File: config.mk
export PLATFORM = sky130hd
export DESIGN_NAME = fsap_jobq
export DESIGN_NICKNAME = d
export VERILOG_FILES = /design/src/hdl/fsap_pkg.sv /design/src/hdl/fsap_jobq.sv
export SDC_FILE = /design/constraint.sdc
export NUM_CORES = 1
export LEC_CHECK = 0
export ABC_AREA = 1
export BUFFER_PORTS_ARGS = -buffer_cell sky130_fd_sc_hd__buf_4
export CAP_MARGIN = 5
export CORE_UTILIZATION = 50
export CTS_CLUSTER_SIZE = 12
export DETAILED_ROUTE_END_ITERATION = 6
export PLACE_DENSITY = 0.76
export SLEW_MARGIN = 0
export SYNTH_ARGS = -nofsm -noshare
export SYNTH_HDL_FRONTEND = slang
export SYNTH_SLANG_ARGS = --single-unit
File: constraint.sdc
create_clock -name i_clk -period 2.5 [get_ports i_clk]
set_clock_uncertainty 0.2 [all_clocks]
set_input_delay 0.5 -clock i_clk [delete_from_list [all_inputs] [get_ports i_clk]]
set_output_delay 0.5 -clock i_clk [all_outputs]
set_load 0.1 [all_outputs]
File: src/hdl/fsap_pkg.sv
// Shared constants and types for the farthest pair and apex search.
// No dependencies; every other file refers to it by scoped names.
package fsap_pkg;

    localparam int MAX_POINTS = 1024;
    localparam int COORD_W    = 16;
    localparam int IDX_W      = $clog2(MAX_POINTS);
    localparam int CNT_W      = $clog2(MAX_POINTS + 1);
    localparam int PT_W       = 2 * COORD_W;
    localparam int OP_W       = COORD_W + 1;
    localparam int PROD_W     = 2 * OP_W;
    localparam int ACC_W      = PROD_W + 1;
    localparam int ROLE_W     = 2;

    localparam logic [ROLE_W-1:0] ROLE_A    = 2'd0;
    localparam logic [ROLE_W-1:0] ROLE_B    = 2'd1;
    localparam logic [ROLE_W-1:0] ROLE_APEX = 2'd2;

    // point store write port
    typedef struct packed {
        logic             en;
        logic [IDX_W-1:0] addr;
        logic [PT_W-1:0]  data;
    } t_wr;

    // one search job handed from front to back
    typedef struct packed {
        logic [CNT_W-1:0] count;
        logic             few;
    } t_job;

endpackage

File: src/hdl/fsap_jobq.sv
// Two-entry job queue between the loader and the search engine.
// Depends on fsap_pkg.
module fsap_jobq (
    input  logic           i_clk,
    input  logic           i_rst_n,
    input  logic           i_push,
    input  fsap_pkg::t_job i_job,
    input  logic           i_pop,
    output logic           o_valid,
    output fsap_pkg::t_job o_job
);

    fsap_pkg::t_job r_mem [2];
    logic           r_wp;
    logic           r_rp;
    logic [1:0]     r_cnt;
    logic [1:0]     n_cnt;

    always_comb begin
        n_cnt = r_cnt;
        if (i_push && !i_pop) begin
            n_cnt = r_cnt + 2'd1;
        end else if (i_pop && !i_push) begin
            n_cnt = r_cnt - 2'd1;
        end
    end

    always_ff @(posedge i_clk) begin
        if (!i_rst_n) begin
            r_wp  <= 1'b0;
            r_rp  <= 1'b0;
            r_cnt <= 2'd0;
        end else begin
            if (i_push) begin
                r_mem[r_wp] <= i_job;
                r_wp        <= ~r_wp;
            end
            if (i_pop) begin
                r_rp <= ~r_rp;
            end
            r_cnt <= n_cnt;
        end
    end

    assign o_valid = (r_cnt != 2'd0);
    assign o_job   = r_mem[r_rp];

endmodule

==> run metrics <==
status=completed; reg-to-reg slack, setup=1210 ps; WHS=169 ps; GPL Wtd Cong=0.580; IO buf count=28; cells along the critical path=buf_4 -> mux2_4 -> buf_4; top post-synthesis cells by area=edfxtp_1 (64%), mux2_4 (13%), dfxtp_1 (8.8%); DIE AREA=2460 um^2; reg2reg start=r_wp; Die Y=49.6 um; Worst Hold Endpoint=r_mem[0][8]; number of antenna violations at the first check in global routing=0; Synth Net Count=87; Core ar.=2040 um^2; placement-stage worst setup slack=520 ps; arrival time at the worst endpoint=1610 ps; power per cell area=773 nW/um^2; Crit Path Class=flip-flop to output pin; area of the multi-input gates=272 um^2; Num CTS Buffers=5; vias per std cell=4.94; layout cells sized above 1=48.1%; Die X=49.6 um; Starting Density=55.5%; drt first-iter violations=18; HP Class=input port to flip-flop; # DRC=0; Synth Register Bits=29; Top delay family on crit path=flip-flops; Post-synth ARST share=0%; Post-CTS Hold Fix Bufs=0; dpl cells=127; Finished Layout Cells=135; Ant. Diodes=0; clk_lat worst skew=310 ps; Routed Antenna Nets=0; Area Growth Syn to Fin=29.2%; final core utilization=71.6%; Clock Sinks=29; WP buf/inv=2; All-Layer GR Usage=16.3%; area of the mapped netlist=1130 um^2; R2R Path End=r_mem[0][2]; DR pass1 iterations=4; EDFF count, synth=24; final instance area=1460 um^2; Setup crit start kind=flip-flop; CTS tree=done; clock period minus worst slack=2310 ps; Synth Flop Type=edfxtp_1; final hold violations=0; top post-synthesis cells by count=edfxtp_1 (24), mux2_4 (10), inv_1 (9), nand2_1 (7), dfxtp_1 (5); WL/cell=12.8 um; top-area cell type share of the netlist area=63.6%; LEAKAGE=0.620 nW; Distinct cells, synth=15; Syn Inst Count=70; CP peak stage delay=490 ps; post-CTS setup repair buffer count=0; CTS H-tree lvls=2; row count=16; Clock Path Buffers=2; top-count cell post-synth=edfxtp_1; Reg clk slew, reported paths=90 ps; Most common cell on crit path=buf_4; final setup fails=0; vias in the first global route=656; worst rel slew slack=80.7%; nature of the critical path endpoint=output pin; Hold Path Stages=1; I/O Pins=29; Mean Syn Cell Area=16.2 um^2; power after layout=1.13 mW; post-route setup TNS=0 ps; final slew viol count=0; Max-Cap Viols=0; final net count=124; setup slack after layout=192 ps; Synth area leader=edfxtp_1; R2R depth=4; first-pass GRT wire length=2700 um; register area share after synthesis=72.5%; Resized cells post-CTS=0; period utilisation layout=92.3%; detailed placer's ending HPWL=1310 um; Fillers=151; Crit Path Max Fanout=7; maximum vdd drop=0.000487 V; sequential cell area=821 um^2; grt ovf=0; fmax=433 MHz; cell area after placement=1390 um^2; Required @ worst endpoint=1800 ps; Synth warnings=0; Root Buffer=clkbuf_4; Vias=667; Worst Tran Pin Value=290 ps; critical path's slowest cell=dfxtp_1; origin of the worst min-delay path=i_job[8]; largest net degree at the start of global routing=13; unrepaired setup endpoints after global routing=no; Routed Wire Length=1730 um
-- kinds of logic (layout without fill, tap and decap cells) --
logic type	count (synthesis)	in the layout	share of synthesized area (%)
xor gates and xnor gates	1	1	0.774
buffers and inverters	10	48	3.98
muxes	12	12	15.2
DFF	29	29	72.5
and+or+nand+nor	14	14	5.08
AOI/OAI and AO/OA	3	3	1.33
adders and majority gates	1	1	1.10
-- cell usage in the layout (no fill, tap or decap), drive strengths merged --
master	netlist	layout
xnor2	1	1
nand3	1	1
buf	1	31
mux2	12	12
edfxtp	24	24
inv	9	9
clkinv	0	1
nand4	1	1
clkbuf	0	7
a21oi	2	2
o21ai	1	1
ha	1	1
nor3	1	1
nor2	4	4
dfxtp	5	5
nand2	7	7
-- registers in the layout, summed over array words and instances (netlist names), named ones only --
register	cells
r_mem	24
r_cnt	2
r_rp	1
r_wp	1
-- metal layers --
metal  part of all wire [%]  vias to the layer above  global-route usage, %
li1                       -                      322                      -
met1                     35                      312                   12.7
met2                     56                       29                   31.5
met3                    7.3                        4                   5.86
met4                    2.3                        0                   11.4
met5                      0                        -                      0
-- power by group --
group	leakage, nW	total (mW)	switching (mW)	internal, mW
sequential	0.262	0.556	0.0103	0.545
combinational	0.316	0.270	0.191	0.0790
clock	0.0413	0.306	0.143	0.163
-- worst register-to-register path: cells and delay by family, from the launching register on --
| kind | cells | cell delay (ps) |
|---|---|---|
| buf+inv | 2 | 290 |
| simple gates | 2 | 170 |
| flops | 1 | 320 |
-- area by class of cell --
| cell class | count | area share [%] |
|---|---|---|
| Clock buffer | 7 | 4.45 |
| Clock inverter | 1 | 0.342 |
| Inverter | 9 | 2.31 |
| Multi-Input combinational cell | 31 | 18.6 |
| Sequential cell | 29 | 56.1 |
| Tap cell | 27 | 2.31 |
| Timing Repair Buffer | 31 | 15.9 |
-- worst max-delay path by stage --
stage | startpoint | to | slack [ps] | cells past startpoint
2_1_floorplan | i_push | r_mem[1][0] | 470 | 2
3_3_place_gp | flip-flop | o_job[7] | 540 | 3
3_5_place_dp | flip-flop | o_job[4] | 520 | 3
4_1_cts | flip-flop | o_job[4] | 170 | 3
5_1_grt | flip-flop | o_job[4] | 130 | 3
6_report | flip-flop | o_job[4] | 190 | 3
Note: power is estimated with default switching activity, not from simulation.
