$ cat config.mk
export PLATFORM = sky130hd
export DESIGN_NAME = fsap_front
export DESIGN_NICKNAME = d
export VERILOG_FILES = /design/src/hdl/fsap_pkg.sv /design/src/hdl/fsap_front.sv
export SDC_FILE = /design/constraint.sdc
export NUM_CORES = 1
export LEC_CHECK = 0
export ABC_AREA = 1
export BUFFER_PORTS_ARGS = -buffer_cell sky130_fd_sc_hd__buf_2
export CAP_MARGIN = 20
export CORE_ASPECT_RATIO = 1.2
export CORE_MARGIN = 3
export CORE_UTILIZATION = 32
export CTS_BUF_LIST = sky130_fd_sc_hd__clkbuf_8
export CTS_CLUSTER_SIZE = 20
export DETAILED_ROUTE_END_ITERATION = 7
export GPL_TIMING_DRIVEN = 1
export PLACE_DENSITY = 0.68
export SYNTH_ARGS = -nofsm -noshare
export SYNTH_HDL_FRONTEND = slang
export SYNTH_SLANG_ARGS = --single-unit
$ cat constraint.sdc
create_clock -name i_clk -period 1.9 [get_ports i_clk]
set_clock_uncertainty 0.05 [all_clocks]
set_input_delay 0.38 -clock i_clk [delete_from_list [all_inputs] [get_ports i_clk]]
set_output_delay 0.38 -clock i_clk [all_outputs]
set_load 0.02 [all_outputs]
$ cat src/hdl/fsap_pkg.sv
// Shared constants and types for the farthest pair and apex search.
// No dependencies; every other file refers to it by scoped names.
package fsap_pkg;

    localparam int MAX_POINTS = 1024;
    localparam int COORD_W    = 16;
    localparam int IDX_W      = $clog2(MAX_POINTS);
    localparam int CNT_W      = $clog2(MAX_POINTS + 1);
    localparam int PT_W       = 2 * COORD_W;
    localparam int OP_W       = COORD_W + 1;
    localparam int PROD_W     = 2 * OP_W;
    localparam int ACC_W      = PROD_W + 1;
    localparam int ROLE_W     = 2;

    localparam logic [ROLE_W-1:0] ROLE_A    = 2'd0;
    localparam logic [ROLE_W-1:0] ROLE_B    = 2'd1;
    localparam logic [ROLE_W-1:0] ROLE_APEX = 2'd2;

    // point store write port
    typedef struct packed {
        logic             en;
        logic [IDX_W-1:0] addr;
        logic [PT_W-1:0]  data;
    } t_wr;

    // one search job handed from front to back
    typedef struct packed {
        logic [CNT_W-1:0] count;
        logic             few;
    } t_job;

endpackage

$ cat src/hdl/fsap_front.sv
// Loader: accepts point words, writes them to the store, queues a job on the final one.
// Depends on fsap_pkg.
module fsap_front (
    input  logic                         i_clk,
    input  logic                         i_rst_n,
    input  logic                         i_in_valid,
    output logic                         o_in_stall,
    input  logic [fsap_pkg::COORD_W-1:0] i_x_coord,
    input  logic [fsap_pkg::COORD_W-1:0] i_y_coord,
    input  logic                         i_final_point,
    input  logic                         i_done,
    output fsap_pkg::t_wr                o_wr,
    output logic                         o_push,
    output fsap_pkg::t_job               o_job
);

    logic [fsap_pkg::CNT_W-1:0] r_count;
    logic [fsap_pkg::CNT_W-1:0] n_count;
    logic                       r_wait;
    logic                       w_accept;
    logic                       w_room;

    assign w_accept = i_in_valid && !r_wait;
    assign w_room   = (r_count < fsap_pkg::CNT_W'(fsap_pkg::MAX_POINTS));
    assign n_count  = w_room ? r_count + fsap_pkg::CNT_W'(1) : r_count;

    assign o_wr.en   = w_accept && w_room;
    assign o_wr.addr = r_count[fsap_pkg::IDX_W-1:0];
    assign o_wr.data = {i_x_coord, i_y_coord};

    assign o_push    = w_accept && i_final_point;
    assign o_job.count = n_count;
    assign o_job.few   = (n_count < fsap_pkg::CNT_W'(3));

    always_ff @(posedge i_clk) begin
        if (!i_rst_n) begin
            r_count <= '0;
            r_wait  <= 1'b0;
        end else begin
            if (w_accept) begin
                // hold off new points until the back end has finished with the set
                if (i_final_point) begin
                    r_count <= '0;
                    r_wait  <= 1'b1;
                end else begin
                    r_count <= n_count;
                end
            end else if (i_done) begin
                r_wait <= 1'b0;
            end
        end
    end

    assign o_in_stall = r_wait;

endmodule

==> run summary <==
status: finished with violations
failing checks: negative setup slack
PD cells: 543.7 nW/um^2
Post-synth top flop: dfxtp_1
die area: 4326 sq um
Starting Density: 33.64%
Yosys warnings: 0
mapped cell area: 1142 sq um
Mapped Cells: 178
# Max-Cap Violations: 0
RSZ-0062 raised after global routing: true
placed cells: 204
initial antenna violation count: 0
pin count of the biggest net entering global routing: 12
crit path DAT: 1.62 ns
worst skew pair latency: 0.25 ns
Avg WL per Cell: 11.98 um
Worst-Margin Slew: 0.3908 ns
Hold Path Depth: 2
Area growth, synth to finish: 1.752%
Port Buf Inserts: 29
clock buffer depth: 2
die width: 60.54 um
xor and xnor area share after synthesis: 0%
synthesized-area fraction occupied by adder cells: 1.095%
DRT Pass-1 Iters: 4
largest family of logic cells by synthesized area: buffers and inverters
post-synthesis register bit count: 12
most common cell in the synthesized netlist: nand2_1
CP Data Required Time: 1.47 ns
Final WS setup: -0.1538 ns
first-pass GRT wire length: 3967 um
Max Freq: 0.4869 GHz
cells along the critical path: ha_4 > inv_2 > nand2_2 > nand2_2 > nor2_2 > nor2_1 > nand2_1 > nor2_2 > nand2_1 > nor2_2 > buf_6
Congestion Overflow GR: 0
Rows: 23
crit end category: primary output
CTS buffer count: 3
filler cell count: 371
Max VDD drop: 195.7 uV
# IOs: 94
Critical Path Max Stage Delay: 0.33 ns
total placed instance area: 1044 sq um
Slew headroom: 73.92%
total power: 0.6319 mW
fin util: 34.23%
layout cells sized above 1: 42.20%
Synth top cells by count: nand2_1 (44), buf_4 (42), inv_1 (17), dfxtp_1 (12), nor2_1 (12)
TritonCTS clock tree: built
Synth area leaders: buf_4 (28%), dfxtp_1 (21%), nand2_1 (14%), inv_1 (5.6%), nand2_2 (4.9%)
Synth Area in Simple Gates: 34.61%
Tmin final: 2.054 ns
Synth top area share: 27.60%
CTS root buf: clkbuf_8
Finished Cell Area: 1162 sq um
CP dominant cell by count: nor2_2
Mean Syn Cell Area: 6.418 sq um
core box area: 3396 sq um
die height: 71.45 um
family with the most delay on the worst path: simple AND/OR/NAND/NOR gates
syn nets: 216
critical path class: reg -> out
Async S/R FF share, synth: 0%
Vias per Instance: 4.590
Clock Sinks: 12
Critical Path Start Type: flip-flop
CP Depth: 11
post-placement setup slack: 0.05573 ns
EDFF count, synth: 0
slowest CP cell: dfxtp_2
Leak Pwr: 0.5853 nW
Antenna Nets Post-Route: 0
Hold Vio Cnt, Final: 0
Clock H-tree levels: 1
routability congestion estimate: 0.8845
post-DP HPWL: 1870 um
synth unique cells: 22
CP Buf/Inv Count: 2
filler-free cell count of the finished design: 210
max-slew violation count: 0
complex-gate fraction of the synthesized area: 7.448%
Tot GR Track Use: 12.05%
Antenna Cells: 0
DRC: 0
Detailed Route WL: 2516 um
worst-path maximum fanout: 2
DRT iter0 DRCs: 42
top cell type by total area after synthesis: buf_4
R2R depth: 6
number of global-route vias before repair: 870
clock-pin slew on the worst setup and hold paths: 0.05 ns
nets: 212
multiplexer area fraction after synthesis: 0%
Hold Crit Class: in -> reg
final worst-path cycle share: 108.1%
routed via count: 964
# setup viols final: 2
sequential area share after synthesis: 21.03%
[repair_timing]
action                                  CTS  global route
pin swaps                                 1            11
buffers inserted                          0             2
endpoints found under the setup margin    1             7
hold buffers                              0             0
gates resized for setup                   5            14
[stage by stage]
stage	hold WS (ns)	setup TNS, ns
after floorplan	0.4342	0
after global placement	0.4667	0
after detailed placement	0.4636	0
after CTS	0.2948	-0.1532
after global routing	0.3228	-0.3842
final	0.2964	-0.1729
[layer usage]
metal | track usage (%) | up-vias | share of wire [%]
met4 | 6.024 | 0 | 2.9
li1 | - | 497 | -
met1 | 13.86 | 425 | 43
met5 | 0 | - | 0
met3 | 4.144 | 11 | 6.5
met2 | 19.47 | 31 | 48
[registers in the layout (all words and copies together), names as in the netlist]
name	flops
o_in_stall	1
r_count	11
[worst reg2reg max path: cells and delay by family, from the launching register on]
kind / cells / cell delay, ns
and+or+nand+nor: 3 / 0.44
DFF: 1 / 0.30
buffers and inverters: 2 / 0.26
AOI/OAI and AO/OA: 1 / 0.15
[path summary, 6_finish.rpt]
check                     startpoint                       to  slack, ns
max reg2reg  o_in_stall$_SDFFE_PN0P_  r_count[1]$_SDFFE_PN0P_       0.61
min                          i_rst_n  o_in_stall$_SDFFE_PN0P_       0.30
max          r_count[1]$_SDFFE_PN0P_                 o_job[0]      -0.15
min reg2reg  r_count[4]$_SDFFE_PN0P_  r_count[4]$_SDFFE_PN0P_       0.46
[cell type report]
cell class / count / area, sq um / area share, %
clock buffers: 4 / 55.05 / 4.736
inverters: 21 / 81.33 / 6.997
multi-input cells: 100 / 528.0 / 45.43
flip-flops and latches: 12 / 247.7 / 21.31
well taps: 37 / 46.29 / 3.983
repair buffers: 36 / 203.9 / 17.55
[report_power, final]
| group | leakage (nW) | switching (mW) | internal, mW |
|---|---|---|---|
| clock network | 0.0288 | 0.105 | 0.184 |
| logic | 0.457 | 0.0538 | 0.0323 |
| registers | 0.0999 | 0.00230 | 0.255 |
| total | 0.585 | 0.161 | 0.471 |
[logic make-up (layout without fill, tap and decap cells)]
kind of cell / Yosys count / in the layout
and+or+nand+nor: 84 / 84
buffers and inverters: 66 / 61
AOI/OAI and AO/OA: 15 / 15
DFF: 12 / 12
adders and majority gates: 1 / 1
[layout by cell type (no fill, tap or decap), drive strengths merged]
master,n
ha,1
nand2,54
nand4,4
dfxtp,12
nor3,1
o21bai,2
nand3,6
buf,36
o21a,1
nor2,16
clkbuf,4
a22oi,1
inv,21
a21oi,11
nand3b,3
No activity file was read; power rests on OpenSTA's default activity.
