### src/hdl/fsap_pkg.sv
// Shared constants and types for the farthest pair and apex search.
// No dependencies; every other file refers to it by scoped names.
package fsap_pkg;

    localparam int MAX_POINTS = 1024;
    localparam int COORD_W    = 16;
    localparam int IDX_W      = $clog2(MAX_POINTS);
    localparam int CNT_W      = $clog2(MAX_POINTS + 1);
    localparam int PT_W       = 2 * COORD_W;
    localparam int OP_W       = COORD_W + 1;
    localparam int PROD_W     = 2 * OP_W;
    localparam int ACC_W      = PROD_W + 1;
    localparam int ROLE_W     = 2;

    localparam logic [ROLE_W-1:0] ROLE_A    = 2'd0;
    localparam logic [ROLE_W-1:0] ROLE_B    = 2'd1;
    localparam logic [ROLE_W-1:0] ROLE_APEX = 2'd2;

    // point store write port
    typedef struct packed {
        logic             en;
        logic [IDX_W-1:0] addr;
        logic [PT_W-1:0]  data;
    } t_wr;

    // one search job handed from front to back
    typedef struct packed {
        logic [CNT_W-1:0] count;
        logic             few;
    } t_job;

endpackage

### src/hdl/fsap_back.sv
// Search engine: pair scan, apex scan and result emission over the point store.
// Depends on fsap_pkg; reads the store through a registered read port.
module fsap_back (
    input  logic                         i_clk,
    input  logic                         i_rst_n,
    input  logic                         i_job_valid,
    input  fsap_pkg::t_job               i_job,
    output logic                         o_pop,
    output logic [fsap_pkg::IDX_W-1:0]   o_rd_addr,
    input  logic [fsap_pkg::PT_W-1:0]    i_rd_data,
    output logic                         o_done,
    output logic                         o_out_valid,
    input  logic                         i_out_stall,
    output logic [fsap_pkg::ROLE_W-1:0]  o_role,
    output logic [fsap_pkg::IDX_W-1:0]   o_point_index,
    output logic [fsap_pkg::COORD_W-1:0] o_out_x,
    output logic [fsap_pkg::COORD_W-1:0] o_out_y,
    output logic                         o_too_few,
    output logic                         o_last_result
);

    localparam int CW = fsap_pkg::COORD_W;
    localparam int IW = fsap_pkg::IDX_W;
    localparam int NW = fsap_pkg::CNT_W;
    localparam int OW = fsap_pkg::OP_W;
    localparam int PW = fsap_pkg::PROD_W;
    localparam int AW = fsap_pkg::ACC_W;

    typedef enum logic [3:0] {
        S_IDLE, S_ISSI, S_GETI, S_PAIR, S_PDRAIN,
        S_GETA, S_GETB, S_APEX, S_ADRAIN, S_ERD, S_EOUT
    } t_state;

    t_state r_state;
    t_state n_state;

    logic [NW-1:0]              r_n;
    logic                       r_few;
    logic [IW-1:0]              r_i;
    logic [IW-1:0]              r_j;
    logic [IW-1:0]              r_idx [3];
    logic [fsap_pkg::ROLE_W-1:0] r_k;
    logic [AW-1:0]              r_best;
    logic [fsap_pkg::PT_W-1:0]  r_pi;
    logic [fsap_pkg::PT_W-1:0]  r_a;
    logic [fsap_pkg::PT_W-1:0]  r_b;

    // pipeline: read in flight, operands, products, value
    logic          r_v0, r_v1, r_v2, r_v3;
    logic          r_m0, r_m1, r_m2, r_m3;
    logic [IW-1:0] r_i0, r_i1, r_i2, r_i3;
    logic [IW-1:0] r_j0, r_j1, r_j2, r_j3;
    logic          r_s1, r_s2, r_s3;
    logic signed [OW-1:0] r_a1, r_b1, r_a2, r_b2;
    logic signed [PW-1:0] r_p1, r_p2;
    logic [AW-1:0]        r_val3;

    logic                       r_ov;
    logic [fsap_pkg::ROLE_W-1:0] r_o_role;
    logic [IW-1:0]              r_o_idx;
    logic [CW-1:0]              r_o_x;
    logic [CW-1:0]              r_o_y;
    logic                       r_o_few;
    logic                       r_o_last;
    logic                       r_done;

    logic                 w_pipe_busy;
    logic                 w_last_j;
    logic                 w_last_pi;
    logic                 w_last_ai;
    logic                 w_out_free;
    logic                 w_issue;
    logic signed [OW-1:0] w_px, w_py, w_ix, w_iy, w_ax, w_ay, w_bx, w_by;
    logic signed [OW-1:0] w_a1, w_b1, w_a2, w_b2;
    logic signed [AW-1:0] w_sum;
    logic [AW-1:0]        w_val;
    logic                 w_in_set;

    assign w_pipe_busy = r_v0 || r_v1 || r_v2 || r_v3;
    assign w_last_j    = ({1'b0, r_j} == r_n - NW'(1));
    assign w_last_pi   = ({1'b0, r_i} == r_n - NW'(2));
    assign w_last_ai   = ({1'b0, r_i} == r_n - NW'(1));
    assign w_out_free  = !r_ov || !i_out_stall;
    assign w_issue     = (r_state == S_PAIR) || (r_state == S_APEX);
    assign o_pop       = (r_state == S_IDLE) && i_job_valid;

    always_comb begin
        case (r_state)
            S_ISSI:   o_rd_addr = r_i;
            S_PAIR:   o_rd_addr = r_j;
            S_PDRAIN: o_rd_addr = r_idx[0];
            S_GETA:   o_rd_addr = r_idx[1];
            S_APEX:   o_rd_addr = r_i;
            S_ERD:    o_rd_addr = r_idx[r_k];
            S_EOUT:   o_rd_addr = r_idx[r_k];
            default:  o_rd_addr = r_i;
        endcase
    end

    always_comb begin
        n_state = r_state;
        case (r_state)
            S_IDLE: begin
                if (i_job_valid) begin
                    n_state = i_job.few ? S_ERD : S_ISSI;
                end
            end
            S_ISSI:   n_state = S_GETI;
            S_GETI:   n_state = S_PAIR;
            S_PAIR: begin
                if (w_last_j) begin
                    n_state = w_last_pi ? S_PDRAIN : S_ISSI;
                end
            end
            S_PDRAIN: n_state = w_pipe_busy ? S_PDRAIN : S_GETA;
            S_GETA:   n_state = S_GETB;
            S_GETB:   n_state = S_APEX;
            S_APEX:   n_state = w_last_ai ? S_ADRAIN : S_APEX;
            S_ADRAIN: n_state = w_pipe_busy ? S_ADRAIN : S_ERD;
            S_ERD:    n_state = S_EOUT;
            S_EOUT: begin
                if (w_out_free) begin
                    n_state = (r_k == fsap_pkg::ROLE_APEX) ? S_IDLE : S_ERD;
                end
            end
            default:  n_state = S_IDLE;
        endcase
    end

    // operand stage
    assign w_px = OW'($signed(i_rd_data[2*CW-1:CW]));
    assign w_py = OW'($signed(i_rd_data[CW-1:0]));
    assign w_ix = OW'($signed(r_pi[2*CW-1:CW]));
    assign w_iy = OW'($signed(r_pi[CW-1:0]));
    assign w_ax = OW'($signed(r_a[2*CW-1:CW]));
    assign w_ay = OW'($signed(r_a[CW-1:0]));
    assign w_bx = OW'($signed(r_b[2*CW-1:CW]));
    assign w_by = OW'($signed(r_b[CW-1:0]));

    always_comb begin
        if (r_m0) begin
            w_a1 = w_bx - w_ax;
            w_b1 = w_py - w_ay;
            w_a2 = w_by - w_ay;
            w_b2 = w_px - w_ax;
        end else begin
            w_a1 = w_ix - w_px;
            w_b1 = w_ix - w_px;
            w_a2 = w_iy - w_py;
            w_b2 = w_iy - w_py;
        end
    end

    // value stage: squared distance or absolute cross product
    assign w_sum = r_m2 ? (AW'(r_p1) - AW'(r_p2)) : (AW'(r_p1) + AW'(r_p2));
    assign w_val = w_sum[AW-1] ? AW'(-w_sum) : AW'(w_sum);

    assign w_in_set = ({1'b0, r_idx[r_k]} < r_n);

    always_ff @(posedge i_clk) begin
        if (!i_rst_n) begin
            r_state <= S_IDLE;
            r_v0    <= 1'b0;
            r_v1    <= 1'b0;
            r_v2    <= 1'b0;
            r_v3    <= 1'b0;
            r_ov    <= 1'b0;
            r_done  <= 1'b0;
            r_n     <= '0;
            r_k     <= fsap_pkg::ROLE_A;
            r_best  <= '0;
            r_idx[0] <= IW'(0);
            r_idx[1] <= IW'(1);
            r_idx[2] <= IW'(2);
        end else begin
            r_state <= n_state;
            r_done  <= 1'b0;

            r_v0 <= w_issue;
            r_m0 <= (r_state == S_APEX);
            r_i0 <= r_i;
            r_j0 <= r_j;

            r_v1 <= r_v0;
            r_m1 <= r_m0;
            r_i1 <= r_i0;
            r_j1 <= r_j0;
            r_s1 <= (i_rd_data == r_a) || (i_rd_data == r_b);
            r_a1 <= w_a1;
            r_b1 <= w_b1;
            r_a2 <= w_a2;
            r_b2 <= w_b2;

            r_v2 <= r_v1;
            r_m2 <= r_m1;
            r_i2 <= r_i1;
            r_j2 <= r_j1;
            r_s2 <= r_s1;
            r_p1 <= r_a1 * r_b1;
            r_p2 <= r_a2 * r_b2;

            r_v3   <= r_v2;
            r_m3   <= r_m2;
            r_i3   <= r_i2;
            r_j3   <= r_j2;
            r_s3   <= r_s2;
            r_val3 <= w_val;

            // keep the first strict maximum
            if (r_v3) begin
                if (!r_m3) begin
                    if (r_val3 > r_best) begin
                        r_best   <= r_val3;
                        r_idx[0] <= r_i3;
                        r_idx[1] <= r_j3;
                    end
                end else if (!r_s3 && (r_val3 > r_best)) begin
                    r_best   <= r_val3;
                    r_idx[2] <= r_i3;
                end
            end

            if (r_ov && !i_out_stall) begin
                r_ov <= 1'b0;
            end

            case (r_state)
                S_IDLE: begin
                    if (i_job_valid) begin
                        r_n      <= i_job.count;
                        r_few    <= i_job.few;
                        r_idx[0] <= IW'(0);
                        r_idx[1] <= IW'(1);
                        r_idx[2] <= IW'(2);
                        r_best   <= '0;
                        r_i      <= '0;
                        r_k      <= fsap_pkg::ROLE_A;
                    end
                end
                S_GETI: begin
                    r_pi <= i_rd_data;
                    r_j  <= r_i + IW'(1);
                end
                S_PAIR: begin
                    r_j <= r_j + IW'(1);
                    if (w_last_j) begin
                        r_i <= r_i + IW'(1);
                    end
                end
                S_GETA: r_a <= i_rd_data;
                S_GETB: begin
                    r_b    <= i_rd_data;
                    r_best <= '0;
                    r_i    <= '0;
                end
                S_APEX: r_i <= r_i + IW'(1);
                S_EOUT: begin
                    if (w_out_free) begin
                        r_ov     <= 1'b1;
                        r_o_role <= r_k;
                        r_o_idx  <= r_idx[r_k];
                        r_o_x    <= w_in_set ? i_rd_data[2*CW-1:CW] : '0;
                        r_o_y    <= w_in_set ? i_rd_data[CW-1:0] : '0;
                        r_o_few  <= r_few;
                        r_o_last <= (r_k == fsap_pkg::ROLE_APEX);
                        if (r_k == fsap_pkg::ROLE_APEX) begin
                            r_done <= 1'b1;
                        end else begin
                            r_k <= r_k + fsap_pkg::ROLE_W'(1);
                        end
                    end
                end
                default: begin
                end
            endcase
        end
    end

    assign o_done        = r_done;
    assign o_out_valid   = r_ov;
    assign o_role        = r_o_role;
    assign o_point_index = r_o_idx;
    assign o_out_x       = r_o_x;
    assign o_out_y       = r_o_y;
    assign o_too_few     = r_o_few;
    assign o_last_result = r_o_last;

endmodule

### config.mk
export PLATFORM = sky130hd
export DESIGN_NAME = fsap_back
export DESIGN_NICKNAME = d
export VERILOG_FILES = /design/src/hdl/fsap_pkg.sv /design/src/hdl/fsap_back.sv
export SDC_FILE = /design/constraint.sdc
export NUM_CORES = 2
export LEC_CHECK = 0
export CAP_MARGIN = 25
export CORE_ASPECT_RATIO = 0.5
export CORE_UTILIZATION = 50
export CTS_CLUSTER_SIZE = 12
export DETAILED_ROUTE_END_ITERATION = 16
export DONT_BUFFER_PORTS = 1
export GPL_ROUTABILITY_DRIVEN = 0
export PLACE_DENSITY_LB_ADDON = 0.08
export SYNTH_ARGS = -nofsm -noshare
export SYNTH_HDL_FRONTEND = slang
export SYNTH_SLANG_ARGS = --single-unit
### constraint.sdc
create_clock -name i_clk -period 12.2 [get_ports i_clk]
set_clock_uncertainty 0.2 [all_clocks]
set_input_delay 2.44 -clock i_clk [delete_from_list [all_inputs] [get_ports i_clk]]
set_output_delay 2.44 -clock i_clk [all_outputs]
set_load 0.005 [all_outputs]
==> results.cfg <==
[cts]
cts_inserted_buffers = 52
clockBufferDepth = 3
tritoncts = done
cts_setup_buffers = 0
cts_hold_buffers = 0
path_clk_slew_ns = 0.08
ctsResizeCount = 0
clockRootBuffer = clkbuf_16
cts.htree.levels = 2
cts.sinks = 511
clk_latency_ns = 0.67

[placement]
dp_hpwl_um = 101200
port_buffers = 0

[routing]
vias_per_cell = 5.606
drtPass1Iterations = 6
wl_um = 129100
vias = 35170
antenna_left = 0
routedWlPerCell_um = 20.57
drt_iter0_markers = 2691
drcViolationCount = 0

[layout]
syn_to_final_growth_pct = 5.730
num_antenna_cells = 0
final_cell_mix = inv_1 (779), fa_1 (599), nand2_1 (463)
fin_nets = 5908
layout_commonest_cell = inv_1
drive_gt1_share_pct = 3.053

[setup_path]
crit_type = flop to flop
critPathRequiredTime_ns = 12.39
r2r_setup_slack_ns = 4.88
r2r_end = r_p1[31]$_DFFE_PP_
endpoint_kind = flop
start_kind = flop
crit_fanout = 17
critPathArrivalTime_ns = 7.52
reg2reg_depth = 20
r2r_start = r_b1[2]$_DFFE_PP_

[flow_run]
drv_cap = 0

[sta]
hold_viol_final = 0
setup_viol = 0
fmax_ghz = 0.1365
final.setup.tns_ns = 0
rsz0062_at_grt = no
relSlewSlack_pct = 7.018
worst_pin_slew_ns = 1.395
min_period_ns = 7.325
drv_slew = 0
fin_crit_sh_pct = 60.04

[floorplan]
initial_core_util_pct = 50.80
num_rows = 81
die_height_um = 225.5
core-area_um2 = 98310
die_w_um = 448.9
die_area_um2 = 101200
io_pins = 107

[grt]
gr-total-overflow = 0
grt_max_degree = 290
grt_first_pass_wirelength_um = 202700
gr-usage-all-layers_pct = 25.85
antenna_found_initial = 4
grt_pass1_vias = 35500

[synth]
ys_ff_latch = 511
ys_seq_area_share_pct = 28.92
synth.distinct_cells = 91
synthArstFlopShare_pct = 0
syn_avg_cell_area_um2 = 9.954
synth_edf_count = 421
yosys_warnings = 0
synthesis.area_um2 = 49940
synth_ff_type = edfxtp_1
postSynthCellCount = 5017
synth_fp_nets = 6016

[worst_hold_path]
hold_end = r_j2[5]$_DFFE_PP_
worstHoldPathType = flop to flop
hold_path.startpoint = r_j1[5]$_DFFE_PP_
whs_path_depth = 0

[status]
status = completed
cells in the mapped netlist, types with 9 or more instances:
cell type | count | share of area, %
inv_1 | 779 | 5.9
fa_1 | 599 | 24
nand2_1 | 463 | 3.5
edfxtp_1 | 421 | 25
ha_1 | 352 | 8.8
and2_1 | 306 | 3.8
nor2_1 | 266 | 2.0
a21oi_1 | 236 | 2.4
xnor2_1 | 213 | 3.7
clkbuf_1 | 165 | 1.2
o21ai_0 | 159 | 1.6
a21o_1 | 95 | 1.4
nand3_1 | 95 | 0.95
dfxtp_1 | 90 | 3.6
nor3_1 | 66 | 0.66
xor2_1 | 66 | 1.2
nand2b_1 | 52 | 0.65
nand4_1 | 41 | 0.51
nor2b_1 | 41 | 0.51
mux2i_1 | 38 | 0.76
o21a_1 | 37 | 0.56
a31oi_1 | 35 | 0.44
a21boi_0 | 31 | 0.47
and3_1 | 31 | 0.39
o211ai_1 | 31 | 0.47
or3_1 | 24 | 0.30
nor4_1 | 22 | 0.28
a211oi_1 | 17 | 0.26
mux2_2 | 17 | 0.38
o21bai_1 | 16 | 0.24
o31ai_1 | 14 | 0.21
nor3b_1 | 12 | 0.18
buf_1 | 11 | 0.083
o2111ai_1 | 11 | 0.19
a222oi_1 | 10 | 0.20
a41oi_1 | 10 | 0.18
o22ai_1 | 10 | 0.13
a211o_1 | 9 | 0.16
layout make-up:
type                    count  area [µm²]
clock buffers              80        1469
clock inverters            11       198.9
fillers                  8801       45500
inverters                 779        2924
multi-input cells        3547       31940
flip-flops and latches    511       14440
well taps                1328        1662
repair buffers             18       167.7
per-stage QoR:
step / setup WS (ns) / cells / hold slack [ns] / cell area (µm²) / utilization (%)
after floorplan: 5.721 / 5017 / 0.2003 / 49940 / -
after global placement: 5.069 / 6179 / 0.2006 / 51070 / 51.95
after detailed placement: 4.910 / 6180 / 0.2045 / 51100 / 51.98
after CTS: 4.919 / 6271 / 0.2189 / 52770 / 53.68
after global routing: 4.528 / 6274 / 0.2209 / 52800 / 53.71
final: 4.875 / 6274 / 0.2142 / 52800 / 53.71
critical path: stages, from the launching register on:
cell and delay [ns]:
edfxtp_1 0.78, nand2_1 0.17, fa_1 0.53, fa_1 0.52, fa_1 0.53, inv_1 0.06
fa_1 0.49, fa_1 0.49, inv_1 0.05, fa_1 0.47, inv_1 0.04, ha_1 0.32
o21a_1 0.22, o21ai_0 0.19, a211oi_1 0.10, nor2_1 0.24, o211ai_1 0.17, o41ai_1 0.71
o21bai_1 0.24, a221oi_1 0.43, xnor2_1 0.11
state kept, by name, summed over array words and instances (netlist names), 11 cells and up, named ones only:
| name | flops |
|---|---|
| r_best | 35 |
| r_pi | 32 |
| r_val3 | 35 |
| r_b | 32 |
| r_n | 11 |
| r_a2 | 17 |
| r_a1 | 17 |
| r_b2 | 17 |
| o_out_x | 16 |
| r_a | 32 |
| r_p2 | 34 |
| r_idx | 30 |
| r_b1 | 17 |
| o_out_y | 16 |
| r_p1 | 34 |
worst max path at each step:
stage          slack (ns)            endpoint               start  cells after the start
6_report             4.88  r_p1[31]$_DFFE_PP_   r_b1[2]$_DFFE_PP_                     20
4_1_cts              4.92  r_p1[31]$_DFFE_PP_   r_b1[5]$_DFFE_PP_                     21
3_5_place_dp         4.91  r_p1[31]$_DFFE_PP_   r_b1[5]$_DFFE_PP_                     21
3_3_place_gp         5.07  r_p1[31]$_DFFE_PP_   r_a1[8]$_DFFE_PP_                     21
2_1_floorplan        5.72  r_p2[32]$_DFFE_PP_  r_a2[10]$_DFFE_PP_                     21
5_1_grt              4.53  r_p1[31]$_DFFE_PP_   r_b1[2]$_DFFE_PP_                     20
logic make-up after synthesis:
group                    after synthesis  synth area share, %
multiplexers                          55                1.145
buffers and inverters                959                7.241
AO/OA/AOI/OAI                        797                10.33
AND/OR/NAND/NOR                     1464                14.60
adder cells (fa/ha/maj)              951                32.83
XOR/XNOR                             280                4.926
flip-flops                           511                28.92
metal layers:
layer	global-route usage, %	share of wire (%)	wire length (µm)
met1	37.33	47	60140
met2	38.95	42	54770
met3	6.282	8.4	10890
met4	6.606	2.5	3284
met5	0	0	0
Power is left out: the tool's default activity adds up to more than one toggle a clock period on the data nets, which glitch-free logic cannot reach.
